===== config.mk =====
export PLATFORM = sky130hd
export DESIGN_NAME = ppsc_ctrl
export DESIGN_NICKNAME = d
export VERILOG_FILES = /design/src/sv/ppsc_pkg.sv /design/src/sv/ppsc_ctrl.sv
export SDC_FILE = /design/constraint.sdc
export NUM_CORES = 1
export LEC_CHECK = 0
export ABC_AREA = 1
export BUFFER_PORTS_ARGS = -buffer_cell sky130_fd_sc_hd__buf_2
export CORE_ASPECT_RATIO = 1.4
export CORE_MARGIN = 2
export CORE_UTILIZATION = 40
export DETAILED_ROUTE_END_ITERATION = 10
export HOLD_SLACK_MARGIN = 0.15
export PLACE_DENSITY = 0.76
export REMOVE_ABC_BUFFERS = 1
export SETUP_SLACK_MARGIN = 0.15
export SYNTH_ARGS = -nofsm -noshare
export SYNTH_HDL_FRONTEND = slang
export SYNTH_SLANG_ARGS = --single-unit

===== constraint.sdc =====
create_clock -name clk -period 1.8 [get_ports clk]
set_clock_uncertainty 0.05 [all_clocks]
set_input_delay 0 -clock clk [delete_from_list [all_inputs] [get_ports clk]]
set_output_delay 0 -clock clk [all_outputs]
set_load 0.01 [all_outputs]

===== src/sv/ppsc_pkg.sv =====
package ppsc_pkg;

  // Buffer geometry: two blocks of BLOCK_LENGTH bytes in one memory.
  localparam int BLOCK_LENGTH = 512;
  localparam int POS_W = $clog2(BLOCK_LENGTH);
  localparam int ADDR_W = POS_W + 1;
  localparam int MEM_DEPTH = 2 ** ADDR_W;
  localparam int BYTE_W = 8;

  typedef logic [POS_W-1:0] pos_t;
  typedef logic [ADDR_W-1:0] addr_t;
  typedef logic [BYTE_W-1:0] byte_t;

  // Request codes carried by each input word.
  typedef enum logic [3:0] {
    REQ_TICK       = 4'd0,
    REQ_CAP_START  = 4'd1,
    REQ_CAP_STOP   = 4'd2,
    REQ_PLAY_START = 4'd3,
    REQ_PLAY_STOP  = 4'd4,
    REQ_WRITE      = 4'd5,
    REQ_READ       = 4'd6,
    REQ_MARK_FULL  = 4'd7,
    REQ_MARK_EMPTY = 4'd8
  } req_t;

  // Controller modes, reported as the controller state.
  typedef enum logic [2:0] {
    MODE_IDLE      = 3'd0,
    MODE_PLAY_WAIT = 3'd1,
    MODE_PLAYBACK  = 3'd2,
    MODE_CAP_WAIT  = 3'd3,
    MODE_CAPTURE   = 3'd4
  } mode_t;

  // One access to the sample memory.
  typedef struct packed {
    logic  en;
    logic  we;
    addr_t addr;
    byte_t wdata;
  } mem_req_t;

  // Status reported with every result word.
  typedef struct packed {
    logic  buffer0_full;
    logic  buffer1_full;
    logic  capturing;
    logic  playing;
    mode_t mode;
  } status_t;

  // What the result stage needs besides the memory read data.
  typedef struct packed {
    logic    duty_load;
    logic    read_ok;
    status_t status;
  } result_meta_t;

endpackage


===== src/sv/ppsc_ctrl.sv =====
// Controller: mode, block position, buffer flags and pending requests.
// Every accepted word may update the state and issues at most one memory access.
module ppsc_ctrl (
  input  logic                    clk,
  input  logic                    rst_n,
  input  logic                    accept_i,
  input  logic [3:0]              req_i,
  input  logic                    sel_i,
  input  logic [8:0]              idx_i,
  input  ppsc_pkg::byte_t         data_i,
  output ppsc_pkg::mem_req_t      mem_req_o,
  output ppsc_pkg::result_meta_t  meta_o
);

  ppsc_pkg::mode_t mode_r, mode_nxt;
  ppsc_pkg::pos_t  pos_r, pos_nxt;
  logic            act_r, act_nxt;
  logic [1:0]      full_r, full_nxt;
  logic            cap_start_r, cap_start_nxt;
  logic            cap_stop_r, cap_stop_nxt;
  logic            play_req_r, play_req_nxt;
  logic            play_stop_r, play_stop_nxt;
  logic            cap_act_r, cap_act_nxt;

  logic            idx_ok;
  logic            pos_last;
  ppsc_pkg::addr_t work_addr;
  ppsc_pkg::addr_t host_addr;

  assign idx_ok    = int'(idx_i) < ppsc_pkg::BLOCK_LENGTH;
  assign pos_last  = pos_r == ppsc_pkg::pos_t'(ppsc_pkg::BLOCK_LENGTH - 1);
  assign work_addr = {act_r, pos_r};
  assign host_addr = {sel_i, ppsc_pkg::pos_t'(idx_i)};

  // Next state, memory access and result flags for the accepted word.
  always_comb begin
    mode_nxt      = mode_r;
    pos_nxt       = pos_r;
    act_nxt       = act_r;
    full_nxt      = full_r;
    cap_start_nxt = cap_start_r;
    cap_stop_nxt  = cap_stop_r;
    play_req_nxt  = play_req_r;
    play_stop_nxt = play_stop_r;
    cap_act_nxt   = cap_act_r;
    mem_req_o     = '0;
    meta_o        = '0;

    if (accept_i) begin
      unique case (ppsc_pkg::req_t'(req_i))
        ppsc_pkg::REQ_TICK: begin
          unique case (mode_r)
            ppsc_pkg::MODE_IDLE: begin
              if (cap_start_r) begin
                cap_act_nxt   = 1'b1;
                cap_stop_nxt  = 1'b0;
                cap_start_nxt = 1'b0;
                mode_nxt      = ppsc_pkg::MODE_CAPTURE;
                pos_nxt       = '0;
                act_nxt       = 1'b0;
              end else if (play_req_r) begin
                play_stop_nxt = 1'b0;
                mode_nxt      = ppsc_pkg::MODE_PLAYBACK;
                pos_nxt       = '0;
                act_nxt       = 1'b0;
              end
            end
            ppsc_pkg::MODE_PLAY_WAIT, ppsc_pkg::MODE_PLAYBACK: begin
              if (mode_r == ppsc_pkg::MODE_PLAYBACK || full_r[act_r]) begin
                // Emit the next stored byte.
                mem_req_o.en     = 1'b1;
                mem_req_o.addr   = work_addr;
                meta_o.duty_load = 1'b1;
                mode_nxt         = ppsc_pkg::MODE_PLAYBACK;
                pos_nxt          = pos_r + ppsc_pkg::pos_t'(1);
                if (pos_last) begin
                  // Block end: drain this buffer and move to the other one.
                  full_nxt[act_r] = 1'b0;
                  act_nxt         = ~act_r;
                  pos_nxt         = '0;
                  if (!full_r[~act_r]) begin
                    mode_nxt = ppsc_pkg::MODE_PLAY_WAIT;
                  end
                  if (play_stop_r) begin
                    play_stop_nxt = 1'b0;
                    play_req_nxt  = 1'b0;
                    mode_nxt      = ppsc_pkg::MODE_IDLE;
                  end
                end
              end
            end
            ppsc_pkg::MODE_CAP_WAIT, ppsc_pkg::MODE_CAPTURE: begin
              if (mode_r == ppsc_pkg::MODE_CAPTURE || !full_r[act_r]) begin
                // Store the microphone byte.
                mem_req_o.en    = 1'b1;
                mem_req_o.we    = 1'b1;
                mem_req_o.addr  = work_addr;
                mem_req_o.wdata = data_i;
                mode_nxt        = ppsc_pkg::MODE_CAPTURE;
                pos_nxt         = pos_r + ppsc_pkg::pos_t'(1);
                if (pos_last) begin
                  // Block end: mark this buffer full and move to the other one.
                  full_nxt[act_r] = 1'b1;
                  act_nxt         = ~act_r;
                  pos_nxt         = '0;
                  if (full_r[~act_r]) begin
                    mode_nxt = ppsc_pkg::MODE_CAP_WAIT;
                  end
                  if (cap_stop_r) begin
                    cap_stop_nxt = 1'b0;
                    cap_act_nxt  = 1'b0;
                    mode_nxt     = ppsc_pkg::MODE_IDLE;
                  end
                end
              end
            end
            default: begin
              mode_nxt = ppsc_pkg::MODE_IDLE;
            end
          endcase
        end
        ppsc_pkg::REQ_CAP_START: cap_start_nxt = 1'b1;
        ppsc_pkg::REQ_CAP_STOP: cap_stop_nxt = 1'b1;
        ppsc_pkg::REQ_PLAY_START: play_req_nxt = 1'b1;
        ppsc_pkg::REQ_PLAY_STOP: play_stop_nxt = 1'b1;
        ppsc_pkg::REQ_WRITE: begin
          mem_req_o.en    = idx_ok;
          mem_req_o.we    = 1'b1;
          mem_req_o.addr  = host_addr;
          mem_req_o.wdata = data_i;
        end
        ppsc_pkg::REQ_READ: begin
          mem_req_o.en   = idx_ok;
          mem_req_o.addr = host_addr;
          meta_o.read_ok = idx_ok;
        end
        ppsc_pkg::REQ_MARK_FULL: full_nxt[sel_i] = 1'b1;
        ppsc_pkg::REQ_MARK_EMPTY: full_nxt[sel_i] = 1'b0;
        default: begin
        end
      endcase
    end

    meta_o.status.buffer0_full = full_nxt[0];
    meta_o.status.buffer1_full = full_nxt[1];
    meta_o.status.capturing    = cap_act_nxt;
    meta_o.status.playing      = play_req_nxt;
    meta_o.status.mode         = mode_nxt;
  end

  // Control state registers.
  always_ff @(posedge clk) begin
    if (!rst_n) begin
      mode_r      <= ppsc_pkg::MODE_IDLE;
      pos_r       <= '0;
      act_r       <= 1'b0;
      full_r      <= '0;
      cap_start_r <= 1'b0;
      cap_stop_r  <= 1'b0;
      play_req_r  <= 1'b0;
      play_stop_r <= 1'b0;
      cap_act_r   <= 1'b0;
    end else begin
      mode_r      <= mode_nxt;
      pos_r       <= pos_nxt;
      act_r       <= act_nxt;
      full_r      <= full_nxt;
      cap_start_r <= cap_start_nxt;
      cap_stop_r  <= cap_stop_nxt;
      play_req_r  <= play_req_nxt;
      play_stop_r <= play_stop_nxt;
      cap_act_r   <= cap_act_nxt;
    end
  end

endmodule


# Word level (Yosys, flattened, before mapping)
# Index checks and enable logic that the tools add are counted.
dict set report word_totals {
  ff_bits 20
  input_bits 25
  output_inout_bits 29
  wordCells 146
}
dict set report op_classes {
  addsub 1
  order_cmp 5
  eq_ne 26
  mux 80
  n_bitwise 7
  n_reduce_logical 18
}
# operator count
set ops {}
lappend ops {{$mux W9} 5}
lappend ops {{$mux W20} 2}
lappend ops {{$pmux W10 S2} 2}
lappend ops {{$mux W1} 33}
lappend ops {{$mux W3} 11}
lappend ops {{$pmux W9 S3} 1}
lappend ops {{$ne A3 B3 Y1 const B} 8}
lappend ops {{$pmux W1 S2} 10}
lappend ops {{$eq A4 B3 Y1 const B} 4}
lappend ops {{$pmux W8 S2} 1}
lappend ops {{$mux W2} 7}
lappend ops {{$reduce_and A6 Y1} 2}
lappend ops {{$mux W10} 1}
lappend ops {{$add A9 B1 Y9 const B} 1}
lappend ops {{$eq A9 B9 Y1 const B} 1}
lappend ops {{$pmux W3 S3} 1}
lappend ops {{$eq A4 B2 Y1 const B} 2}
lappend ops {{$mux W8} 1}
lappend ops {{$reduce_and A7 Y1} 1}
lappend ops {{$eq A3 B2 Y1 const B} 2}
lappend ops {{$lt A1 B2 Y1 const B} 3}
lappend ops {{$ne A3 B1 Y1 const B} 2}
lappend ops {{$pmux W2 S3} 1}
lappend ops {{$reduce_bool A2 Y1} 3}
lappend ops {{other kinds (22)} 32}

# Depth between registers and ports, before layout
# Gate-level depths: netlist of run 1.
dict set report logic_depth {
  word_depth 11
  depth_mapped 15
  ltp_nobuf 15
}

# Worst setup path before layout of run 1
# OpenSTA, ideal clock, no wires.
dict set report synth_timing {
  kind {reg-to-reg}
  startpoint {register pos_r[0]}
  endpoint {register mode_r[1]}
  setup_ns 0.126
  t_arrival_ns 1.684
  required_time_ns 1.624
  path_slack_ns -0.060
  path_stages_with_launch 12
  path_buffers 0
  period_less_slack_ns 1.860
  cell_sequence {dfxtp_1 -> ha_1 -> nand2_1 -> inv_1 -> nand4_1 -> nor2_1 -> ha_1 -> inv_1 -> a21oi_1 -> nor2_1 -> o21ai_0 -> a21oi_1}
}
dict set report synth_between {
  elab_chain_len 6
  word_cells_on_any_way 8
  cone_classes {eq/ne: 1; mux: 7}
}
# element line
set synth_lines {}
lappend synth_lines {{start: declaration} ppsc_ctrl.sv:16} ;# ppsc_pkg::pos_t pos_r, pos_nxt;
lappend synth_lines {{start signal: assignment} ppsc_ctrl.sv:165} ;# pos_r <= pos_nxt;
lappend synth_lines {{$eq A9 B9 Y1 (*)} ppsc_ctrl.sv:31} ;# assign pos_last = pos_r == ppsc_pkg::pos_t'(ppsc_pkg::BLOCK_LENGTH - 1);
lappend synth_lines {{$mux W3, on equally long branches} {ppsc_ctrl.sv:101, ppsc_ctrl.sv:76}}
lappend synth_lines {{$mux W3, on equally long branches} {ppsc_ctrl.sv:93, ppsc_ctrl.sv:69}}
lappend synth_lines {{$pmux W3 S3 (*)} ppsc_ctrl.sv:52} ;# unique case (mode_r)
lappend synth_lines {{$mux W3 (*)} ppsc_ctrl.sv:50} ;# unique case (ppsc_pkg::req_t'(req_i))
lappend synth_lines {{$mux W3 (*)} ppsc_ctrl.sv:49} ;# if (accept_i) begin
lappend synth_lines {{end signal: assignment} ppsc_ctrl.sv:154} ;# mode_r <= ppsc_pkg::MODE_IDLE;
lappend synth_lines {{end signal: assignment} ppsc_ctrl.sv:164} ;# mode_r <= mode_nxt;
lappend synth_lines {{end: declaration} ppsc_ctrl.sv:15} ;# ppsc_pkg::mode_t mode_r, mode_nxt;
# Every way passes the cells marked *; elsewhere a longest branch is shown, timed or not.
# A chain may end at the register's enable or synchronous reset.

==> results of run 1 <==
[routing by layer]
metal,wire length [µm],vias to the layer above,share of wire (%)
li1,-,1325,-
met1,3323,1396,35
met2,4980,222,52
met3,628,57,6.6
met4,569,0,6.0
met5,0,-,0
[worst min path at each step]
stage,endpoint,from,slack [ps],depth (start not counted)
floorplan,meta_o[7],req_i[0],4,1
global placement,mem_req_o[7],data_i[7],240,4
detailed placement,mem_req_o[2],data_i[2],240,4
CTS,play_stop_r,req_i[1],100,4
global route,cap_stop_r,req_i[3],200,6
finish,cap_stop_r,req_i[3],200,6
[repair_timing]
| action | 4_1_cts | 5_1_grt |
|---|---|---|
| buffers inserted | 27 | 8 |
| hold buffers | 7 | 0 |
| endpoints found under the setup margin | 45 | 47 |
| gates resized for setup | 61 | 78 |
| endpoints found under the hold margin | 9 | 0 |
| pin swaps | 39 | 41 |
| cloned | 2 | 1 |
[metrics by stage]
stage | setup TNS (ps) | hold slack [ps] | cell area [µm²] | std cells
after floorplan | -163.9 | 4.102 | 1934 | 334
after global routing | -7848 | 204.4 | 3376 | 520
after global placement | -311.6 | 239.0 | 2442 | 471
after CTS | -3144 | 101.4 | 2988 | 511
final | -5112 | 203.9 | 3376 | 520
after detailed placement | -1575 | 239.8 | 2442 | 471
[synthesized netlist by cell type (all sizes together)]
library cell	count
nand2	114
inv	49
nor2	46
nand3	31
a21oi	28
o21ai	24
dfxtp	20
buf	6
nor3	6
nand4	4
ha	3
clkbuf	2
nor4	2
o21bai	2
a31oi	1
clkinv	1
o211ai	1
o31ai	1
xnor2	1
[cells by family after synthesis]
logic type / after synthesis / synth area share, %
adders and majority gates: 3 / 1.894
DFF: 20 / 20.20
and+or+nand+nor: 203 / 48.11
AOI/OAI and AO/OA: 57 / 16.86
xor gates and xnor gates: 1 / 0.4420
buffers and inverters: 58 / 12.50
[layout make-up]
class	instances	area (µm²)
multi-input cells	266	1742
fillers	345	1429
clock buffers	4	55.05
well taps	64	80.08
inverters	50	210.2
repair buffers	116	870.8
flip-flops and latches	20	417.9
[state kept, by name, indices dropped and copies added, names as in the netlist]
signal	flops
act_r	1
cap_act_r	1
cap_start_r	1
cap_stop_r	1
full_r	2
mode_r	3
play_req_r	1
play_stop_r	1
pos_r	9
[tightest hold or removal path: stages]
cell and delay, ps:
buf_2 110, nor2_2 60, nand3_1 120, nand2_1 80
nand2_1 70, nor2_1 40
[power groups by stage]
stage	clock network, W	registers, W	logic, W
after global routing	0.000393	0.000447	0.000240
after detailed placement	0	0.000460	0.000150
after floorplan	0	0.000459	0.0000839
after global placement	0	0.000460	0.000147
final	0.000381	0.000447	0.000224
after CTS	0.000372	0.000446	0.000182
==> results.py, run 1 <==
metrics = {
    "outcome": {
        "run_status": "complete, but fails checks",
        "violations": "setup timing",
    },
    "power": {
        "seqPwrFrac_pct": 42.5,
        "p_per_area_nw_per_um2": 311.7,
        "intPower_w": 0.0007246,
        "clkPwrFrac_pct": 36.2,
        "combinationalPowerShare_pct": 21.3,
        "p_sw_w": 0.0003275,
        "leakage_nw": 1.649,
        "total_power_w": 0.001052,
        "ir_drop_mv": 0.2734,
        "switching_share_pct": 31.13,
    },
    "sta": {
        "setup_viol": 24,
        "post-route-min-period_ps": 2225,
        "worst_slew_pin_slew_ps": 695.7,
        "finalHoldViolCount": 0,
        "fmax_mhz": 449.5,
        "postLayoutSetupSlackWorst_ps": -424.8,
        "layout_worst_path_cycle_share_pct": 123.6,
        "maxSlewViolCount": 0,
        "rsz0062_at_grt": "yes",
        "maxSlewHeadroom_pct": 53.57,
    },
    "setup_path": {
        "critPathArrivalTime_ps": 2170,
        "r2r_slack_ps": -330,
        "setup.worst_path.class": "reg -> out",
        "slowest_delay_ps": 370,
        "crit_path_end_kind": "output port",
        "timing.rr.start": "pos_r[0]",
        "r2r-end": "mode_r[1]",
        "path_cells": "ha_4, nand2_2, inv_2, nand4_1, nor2_2, ha_4, nand2_2, nor2_2, nand2_1, nand2_1, nand2_1, nand2_1, nand2_1, inv_1, buf_2",
        "worstPathMaxFanout": 4,
        "critPathTopFamily": "simple AND/OR/NAND/NOR gates",
        "path_common_cell": "nand2_1",
        "cp_slowest_cell": "dfxtp_2",
        "rr_worst_depth": 14,
        "cp-startpoint": "pos_r[0]",
        "cp.required_ps": 1750,
        "cp_num_buf_inv": 3,
        "cp-start-kind": "flop",
        "crit_end": "meta_o[5]",
        "worst-path-stages": 15,
    },
    "clocking": {
        "cts_tree": "yes",
        "htree_levels": 1,
        "cts_inserted_buffers": 3,
        "cts_sinks": 20,
        "clockBufferDepth": 2,
        "clkSlewWorstSetupHoldPaths_ps": 90,
        "clockRootBuffer": "clkbuf_8",
        "clk_latency_ps": 270,
    },
    "place": {
        "gp_congestion": 0.9024,
        "portBuffers": 53,
        "place_ws_ps": -149.5,
        "dp_hpwl_um": 4734,
    },
    "grt": {
        "grtUsageMet2_pct": 52.44,
        "gr-usage-met3_pct": 3.881,
        "grt_max_degree": 17,
        "grtUsageTotal_pct": 27.75,
        "grt-ovfl-total": 0,
        "use_met1_pct": 27.65,
        "grt_pass1_wl_um": 12190,
        "antenna_found_initial": 0,
        "top_usage_layer": "met2",
        "grt_pass1_vias": 2700,
    },
    "cells_and_area": {
        "fin_util_pct": 70.26,
        "final_common_cell": "nand2_1",
        "final_layout_size_suffix_gt1_share_pct": 51.97,
        "area_delta_synth_final_pct": 70.33,
        "antenna_cells": 0,
        "final_cell_mix": "nand2_1 (77), buf_2 (52), buf_4 (35)",
        "nNetsFinal": 485,
    },
    "logic_synthesis": {
        "yosysWarningCount": 0,
        "seq_area_frac_synth_pct": 20.20,
        "synth.distinct_cells": 32,
        "yosysTopAreaCell": "dfxtp_1",
        "syn_area_um2": 1982,
        "avgSynthCellArea_um2": 5.795,
        "synth_area_leaders": "dfxtp_1 (20%), nand2_1 (19%), inv_1 (7.8%)",
        "syn_inst": 342,
        "synth_top_area_share_pct": 20.20,
        "synth_seq_cells": 20,
    },
    "drt": {
        "vias": 3000,
        "drt_iter0_markers": 307,
        "wl_per_cell_um": 18.27,
        "totalWireLength_um": 9501,
        "firstDrtPassIters": 7,
        "via_per_inst": 5.769,
        "antenna_left": 0,
        "drc": 0,
    },
    "floorplanning": {
        "row_count": 30,
        "start_util_pct": 41.25,
        "core-area_um2": 4805,
        "io_pins": 54,
        "dieArea_um2": 5542,
        "die_h_um": 87.29,
        "fp.dieW_um": 63.49,
    },
    "job": {
        "max_cap_viol_count": 0,
    },
    "hold_path": {
        "hold_class": "in -> reg",
    },
}
Power figures use the tool's default switching activity.
==> run 2, diff against run 1 <==
--- a/config.mk
+++ b/config.mk
@@ -5,14 +5,13 @@
 export SDC_FILE = /design/constraint.sdc
 export NUM_CORES = 1
 export LEC_CHECK = 0
-export ABC_AREA = 1
 export BUFFER_PORTS_ARGS = -buffer_cell sky130_fd_sc_hd__buf_2
 export CORE_ASPECT_RATIO = 1.4
 export CORE_MARGIN = 2
 export CORE_UTILIZATION = 40
 export DETAILED_ROUTE_END_ITERATION = 10
 export HOLD_SLACK_MARGIN = 0.15
-export PLACE_DENSITY = 0.76
+export PLACE_DENSITY = 0.77
 export REMOVE_ABC_BUFFERS = 1
 export SETUP_SLACK_MARGIN = 0.15
 export SYNTH_ARGS = -nofsm -noshare
==> run 2 against run 1 <==
  * The flow still finishes with violations (setup timing)
  * Final cell count is 18% lower
  * Register-to-register slack better by 140 ps
  * Sequential cell count unchanged
  * Combinational power up 35%
  * Critical endpoint unchanged
  * Largest power group unchanged
==> results.py, run 2 <==
metrics = {
    "drt": {
        "antenna_left": 0,
        "firstDrtPassIters": 5,
        "drc": 0,
        "drt_iter0_markers": 241,
        "vias": 2610,
        "wl_per_cell_um": 20.14,
        "totalWireLength_um": 8539,
        "via_per_inst": 6.156,
    },
    "setup_path": {
        "setup.worst_path.class": "reg -> out",
        "slowest_delay_ps": 360,
        "critPathArrivalTime_ps": 2070,
        "cp_num_buf_inv": 3,
        "path_cells": "and2_4, nand3_4, nor2_4, ha_4, buf_6, a21oi_4, a2111oi_2, buf_4, nor2_1, buf_2",
        "timing.rr.start": "pos_r[4]",
        "cp-start-kind": "flop",
        "cp.required_ps": 1750,
        "cp_slowest_cell": "dfxtp_2",
        "cp-startpoint": "pos_r[4]",
        "worstPathMaxFanout": 3,
        "crit_path_end_kind": "output port",
        "critPathTopFamily": "simple AND/OR/NAND/NOR gates",
    },
    "sta": {
        "layout_worst_path_cycle_share_pct": 117.8,
        "finalHoldViolCount": 0,
        "maxSlewHeadroom_pct": 61.22,
        "post-route-min-period_ps": 2121,
        "postLayoutSetupSlackWorst_ps": -321.1,
        "rsz0062_at_grt": "yes",
        "worst_slew_pin_slew_ps": 581.1,
        "setup_viol": 38,
        "maxSlewViolCount": 0,
        "fmax_mhz": 471.4,
    },
    "hold_path": {
        "min_from": "req_i[3]",
        "hold_class": "in -> reg",
    },
    "cells_and_area": {
        "antenna_cells": 0,
        "area_delta_synth_final_pct": 89.08,
        "fin_util_pct": 79.10,
        "final_cell_mix": "buf_4 (57), buf_2 (47), buf_6 (34)",
        "top_register": "pos_r",
        "nNetsFinal": 393,
        "final_common_cell": "buf_4",
        "top_regs": "pos_r: 9 flops, mode_r: 3 flops, full_r: 2 flops",
        "final_layout_size_suffix_gt1_share_pct": 64.29,
        "largest_reg_flops": 9,
        "stdcell_count": 424,
    },
    "grt": {
        "grt_pass1_wl_um": 11160,
        "grt-ovfl-total": 0,
        "grtUsageTotal_pct": 28.55,
        "antenna_found_initial": 0,
        "grt_max_degree": 18,
        "grt_pass1_vias": 2468,
    },
    "floorplanning": {
        "die_h_um": 83.11,
        "io_pins": 54,
        "row_count": 28,
        "core-area_um2": 4274,
        "fp.dieW_um": 60.51,
        "dieArea_um2": 5028,
        "start_util_pct": 41.83,
    },
    "clocking": {
        "cts_sinks": 20,
        "cts_inserted_buffers": 3,
        "clkSlewWorstSetupHoldPaths_ps": 90,
        "htree_levels": 1,
        "clk_latency_ps": 260,
        "clockBufferDepth": 2,
        "cts_tree": "yes",
        "clockRootBuffer": "clkbuf_8",
    },
    "logic_synthesis": {
        "seq_area_frac_synth_pct": 22.39,
        "synth_edf_count": 0,
        "synth_area_leaders": "dfxtp_1 (22%), a22o_1 (5.9%), nor2_1 (4.4%)",
        "yosysWarningCount": 0,
        "async_reset_ff_share_pct": 0,
        "syn_area_um2": 1788,
        "synth_flop_cell": "dfxtp_1",
        "synth_common_cells": "nor2_1 (21), dfxtp_1 (20), a21oi_1 (15), nand2_1 (15)",
        "yosysTopAreaCell": "dfxtp_1",
        "avgSynthCellArea_um2": 7.512,
        "synth_seq_cells": 20,
        "synth_top_area_share_pct": 22.39,
        "syn_inst": 238,
        "synth.distinct_cells": 58,
        "synthMostInstantiatedCell": "nor2_1",
    },
    "job": {
        "max_cap_viol_count": 0,
    },
    "power": {
        "switching_share_pct": 30.63,
        "combinationalPowerShare_pct": 26.8,
        "p_sw_w": 0.0003455,
        "ir_drop_mv": 0.2426,
        "clkPwrFrac_pct": 32.8,
        "intPower_w": 0.0007825,
        "seqPwrFrac_pct": 40.4,
        "p_per_area_nw_per_um2": 333.7,
        "leakage_nw": 1.434,
    },
    "place": {
        "gp_congestion": 0.9259,
        "dp_cells": 378,
        "dp_hpwl_um": 4347,
        "portBuffers": 53,
    },
    "outcome": {
        "run_status": "complete, but fails checks",
        "violations": "setup timing",
    },
}
==> run 2: metrics by stage <==
| step | setup TNS, ps | hold slack [ps] | cell area, µm² | total power, W | worst slack (ps) |
|---|---|---|---|---|---|
| after floorplan | -525.3 | 71.71 | 1687 | 0.0005522 | -212.8 |
| after global placement | -738.6 | 236.1 | 2392 | 0.0006575 | -150.3 |
| after detailed placement | -1263 | 236.7 | 2392 | 0.0006621 | -124.8 |
| after CTS | -1203 | 158.1 | 2978 | 0.001061 | -179.0 |
| after global routing | -6887 | 208.7 | 3381 | 0.001164 | -418.8 |
| final | -3862 | 168.0 | 3381 | 0.001128 | -321.1 |
==> run 2: cells by family (layout without fill, tap and decap cells) <==
family	Yosys count	count (layout)	share of synthesized area (%)
compound gates	75	75	30.93
xor+xnor	3	3	1.470
fa+ha+maj	3	3	2.100
buf+inv	26	152	6.927
flops	20	20	22.39
mux	5	5	2.869
simple gates	106	106	33.31
==> run 2: what timing repair did <==
action                                  4_1_cts  5_1_grt
hold endpoints to repair                      2        0
pin swaps                                    50       24
endpoints found under the setup margin       46       46
resized for setup                            96       57
cloned                                        1        0
setup buffers                                17       21
hold buffers                                  3        0
==> run 2: power by group through the flow <==
stage | registers (W) | logic [W] | clock network (W)
6_report | 0.000456 | 0.000302 | 0.000370
5_1_grt | 0.000456 | 0.000320 | 0.000388
4_1_cts | 0.000462 | 0.000235 | 0.000364
3_5_place_dp | 0.000471 | 0.000191 | 0
3_3_place_gp | 0.000471 | 0.000186 | 0
2_1_floorplan | 0.000468 | 0.0000844 | 0
==> run 2: metal layers <==
| metal | vias to the layer above | track usage (%) | part of all wire, % |
|---|---|---|---|
| li1 | 1144 | - | - |
| met1 | 1233 | 28.72 | 35 |
| met2 | 176 | 53.26 | 52 |
| met3 | 57 | 2.648 | 6.8 |
| met4 | 0 | 16.40 | 6.3 |
| met5 | - | 0 | 0 |
==> run 2: final timing paths <==
path	end	slack (ps)	cells after the start
max reg2reg	pos_r[2]	-190	11
min	cap_start_r	170	4
max	meta_o[5]	-320	10
min reg2reg	play_req_r	450	2
==> run 2: worst reg2reg max path, delay by kind of cell (launching register included) <==
family	cells	cell delay (ps)
flip-flops	1	340
buffers and inverters	3	370
AO/OA/AOI/OAI	2	170
adder cells (fa/ha/maj)	1	180
AND/OR/NAND/NOR	5	790
==> run 2: area by class of cell <==
cell class,instances,area (µm²)
inverters,6,25.02
flip-flops and latches,20,422.9
well taps,60,75.07
fillers,254,893.4
clock buffers,4,55.05
repair buffers,142,1096
multi-input cells,192,1707
==> run 3, diff against run 2 <==
--- a/config.mk
+++ b/config.mk
@@ -11,7 +11,7 @@
 export CORE_UTILIZATION = 40
 export DETAILED_ROUTE_END_ITERATION = 10
 export HOLD_SLACK_MARGIN = 0.15
-export PLACE_DENSITY = 0.77
+export PLACE_DENSITY = 0.67
 export REMOVE_ABC_BUFFERS = 1
 export SETUP_SLACK_MARGIN = 0.15
 export SYNTH_ARGS = -nofsm -noshare
==> run 3 against run 2 <==
  * The flow still finishes with violations (setup timing)
  * Combinational power grew 2%
  * Critical endpoint is now meta_o[2]
  * Sequential share of layout area shrank 0.10 points
  * Worst setup slack gained 48 ps
  * Final cell count grew 0.71%
  * Clock power shrank 12%
  * Highest routed layer unchanged
  * First-iteration DRC count grew 5.0%
==> results.py, run 3 (synthesis gave the netlist of run 2 again) <==
metrics = {
    "outcome": {
        "run_status": "complete, but fails checks",
        "violations": "setup timing",
    },
    "setup_path": {
        "r2r_slack_ps": -190,
        "setup.worst_path.class": "reg -> out",
        "worstPathMaxFanout": 4,
        "cp_slowest_cell": "dfxtp_2",
        "cp-startpoint": "pos_r[4]",
        "path_cells": "and2_4, nand3_4, nor2_4, ha_4, a21bo_4, a22o_1, a21oi_2, a21oi_1, buf_2",
        "crit_end": "meta_o[2]",
        "rr_worst_depth": 12,
        "critPathArrivalTime_ps": 2020,
        "timing.rr.start": "pos_r[4]",
        "slowest_delay_ps": 340,
        "critPathTopFamily": "compound AO/OA/AOI/OAI gates",
        "cp.required_ps": 1750,
        "r2r-end": "mode_r[0]",
        "cp_num_buf_inv": 1,
        "crit_path_end_kind": "output port",
        "worst-path-stages": 9,
        "cp-start-kind": "flop",
    },
    "grt": {
        "grt_pass1_vias": 2404,
        "grt-ovfl-total": 0,
        "grt_pass1_wl_um": 11050,
        "grt_max_degree": 18,
        "antenna_found_initial": 0,
        "grtUsageTotal_pct": 28.42,
    },
    "cells_and_area": {
        "nNetsFinal": 397,
        "antenna_cells": 0,
        "final_cell_mix": "buf_4 (56), buf_2 (44), buf_6 (44)",
        "final_layout_size_suffix_gt1_share_pct": 63.76,
        "fillCellCount": 272,
        "final_area_um2": 3408,
        "top_register": "pos_r",
        "top_regs": "pos_r: 9 flops, mode_r: 3 flops, full_r: 2 flops",
        "final_common_cell": "buf_4",
        "area_delta_synth_final_pct": 90.62,
        "largest_reg_flops": 9,
    },
    "sta": {
        "postLayoutSetupSlackWorst_ps": -272.7,
        "maxSlewHeadroom_pct": 59.56,
        "holdWs_ps": 140.9,
        "layout_worst_path_cycle_share_pct": 115.2,
        "worst_slew_pin_slew_ps": 605.9,
        "tns_ps": -4096,
        "fmax_mhz": 482.5,
        "post-route-min-period_ps": 2073,
        "rsz0062_at_grt": "yes",
        "finalHoldViolCount": 0,
        "maxSlewViolCount": 0,
        "setup_viol": 37,
    },
    "hold_path": {
        "hold_class": "in -> reg",
    },
    "drt": {
        "drt_iter0_markers": 253,
        "vias": 2620,
        "via_per_inst": 6.136,
        "firstDrtPassIters": 5,
        "wl_per_cell_um": 19.92,
        "totalWireLength_um": 8505,
        "antenna_left": 0,
        "drc": 0,
    },
    "clocking": {
        "cts_inserted_buffers": 3,
        "cts_tree": "yes",
        "clk_latency_ps": 270,
        "cts_sinks": 20,
        "clockRootBuffer": "clkbuf_8",
        "htree_levels": 1,
        "clkSlewWorstSetupHoldPaths_ps": 80,
        "clockBufferDepth": 2,
    },
    "floorplanning": {
        "die_h_um": 83.11,
        "io_pins": 54,
        "dieArea_um2": 5028,
        "row_count": 28,
        "core-area_um2": 4274,
        "fp.dieW_um": 60.51,
        "start_util_pct": 41.83,
    },
    "power": {
        "combinationalPowerShare_pct": 28.2,
        "switching_share_pct": 31.91,
        "clkPwrFrac_pct": 29.8,
        "total_power_w": 0.001089,
        "seqPwrFrac_pct": 42.0,
        "leakage_nw": 1.452,
        "p_per_area_nw_per_um2": 319.4,
        "ir_drop_mv": 0.1756,
        "intPower_w": 0.0007413,
        "p_sw_w": 0.0003475,
    },
    "place": {
        "dpl_cell_area_um2": 2432,
        "portBuffers": 53,
        "gp_congestion": 0.9505,
        "dp_hpwl_um": 4392,
    },
    "job": {
        "max_cap_viol_count": 0,
    },
}
-- run 3: cell count changes in the layout (fill, tap and decap cells not counted), sizes merged --
cell | previous run | this run
buf | 139 | 144
clkbuf | 4 | 3
dlygate4sd3 | 3 | 2
-- run 3: worst min-delay path by stage --
stage                    from            to  slack [ps]  cells past startpoint
CTS                  req_i[1]    cap_stop_r         150                      4
global placement    data_i[1]  mem_req_o[1]         230                      3
detailed placement  data_i[3]  mem_req_o[3]         230                      3
floorplan               rst_n     mode_r[1]          70                      1
global route         accept_i   cap_start_r         180                      4
finish               accept_i   cap_start_r         140                      4
-- run 3: per-stage QoR --
stage	instances	setup slack (ps)	util (%)
finish	427	-272.7	79.74
global route	427	-307.1	79.74
CTS	412	-186.4	69.38
detailed placement	385	-212.9	56.91
global placement	385	-220.5	56.91
floorplan	218	-212.8	-
-- run 3: power by group through the flow --
| stage | combinational (W) | clock (W) | sequential (W) |
|---|---|---|---|
| CTS | 0.000245 | 0.000312 | 0.000454 |
| global route | 0.000329 | 0.000344 | 0.000457 |
| finish | 0.000307 | 0.000324 | 0.000457 |
| floorplan | 0.0000844 | 0 | 0.000468 |
| detailed placement | 0.000202 | 0 | 0.000468 |
| global placement | 0.000198 | 0 | 0.000468 |
-- run 3: cell type report --
| type | count | area [µm²] | share of cell area [%] |
|---|---|---|---|
| multi-input cells | 192 | 1688 | 49.52 |
| repair buffers | 146 | 1156 | 33.92 |
| flip-flops and latches | 20 | 422.9 | 12.41 |
| well taps | 60 | 75.07 | 2.203 |
| inverters | 6 | 25.02 | 0.7342 |
| clock buffers | 3 | 41.29 | 1.211 |
-- run 3: metal layers --
metal | track usage, % | wire [µm] | vias up | part of all wire (%)
li1 | - | - | 1159 | -
met1 | 30.98 | 2926 | 1253 | 34
met2 | 49.41 | 4410 | 158 | 52
met3 | 3.894 | 597 | 50 | 7.0
met4 | 17.00 | 571 | 0 | 6.7
met5 | 0 | 0 | - | 0
-- run 3: worst min-delay path: stages --
cell	delay, ps
buf_2	100
buf_4	150
nand4b_1	100
a21oi_1	60
-- run 3: timing repair --
item,in CTS,in global routing
setup buffers,21,14
setup endpoints to repair,45,46
gates resized for setup,87,75
gates cloned,1,1
pin swaps,52,29
hold endpoints to repair,2,0
hold buffers,2,0
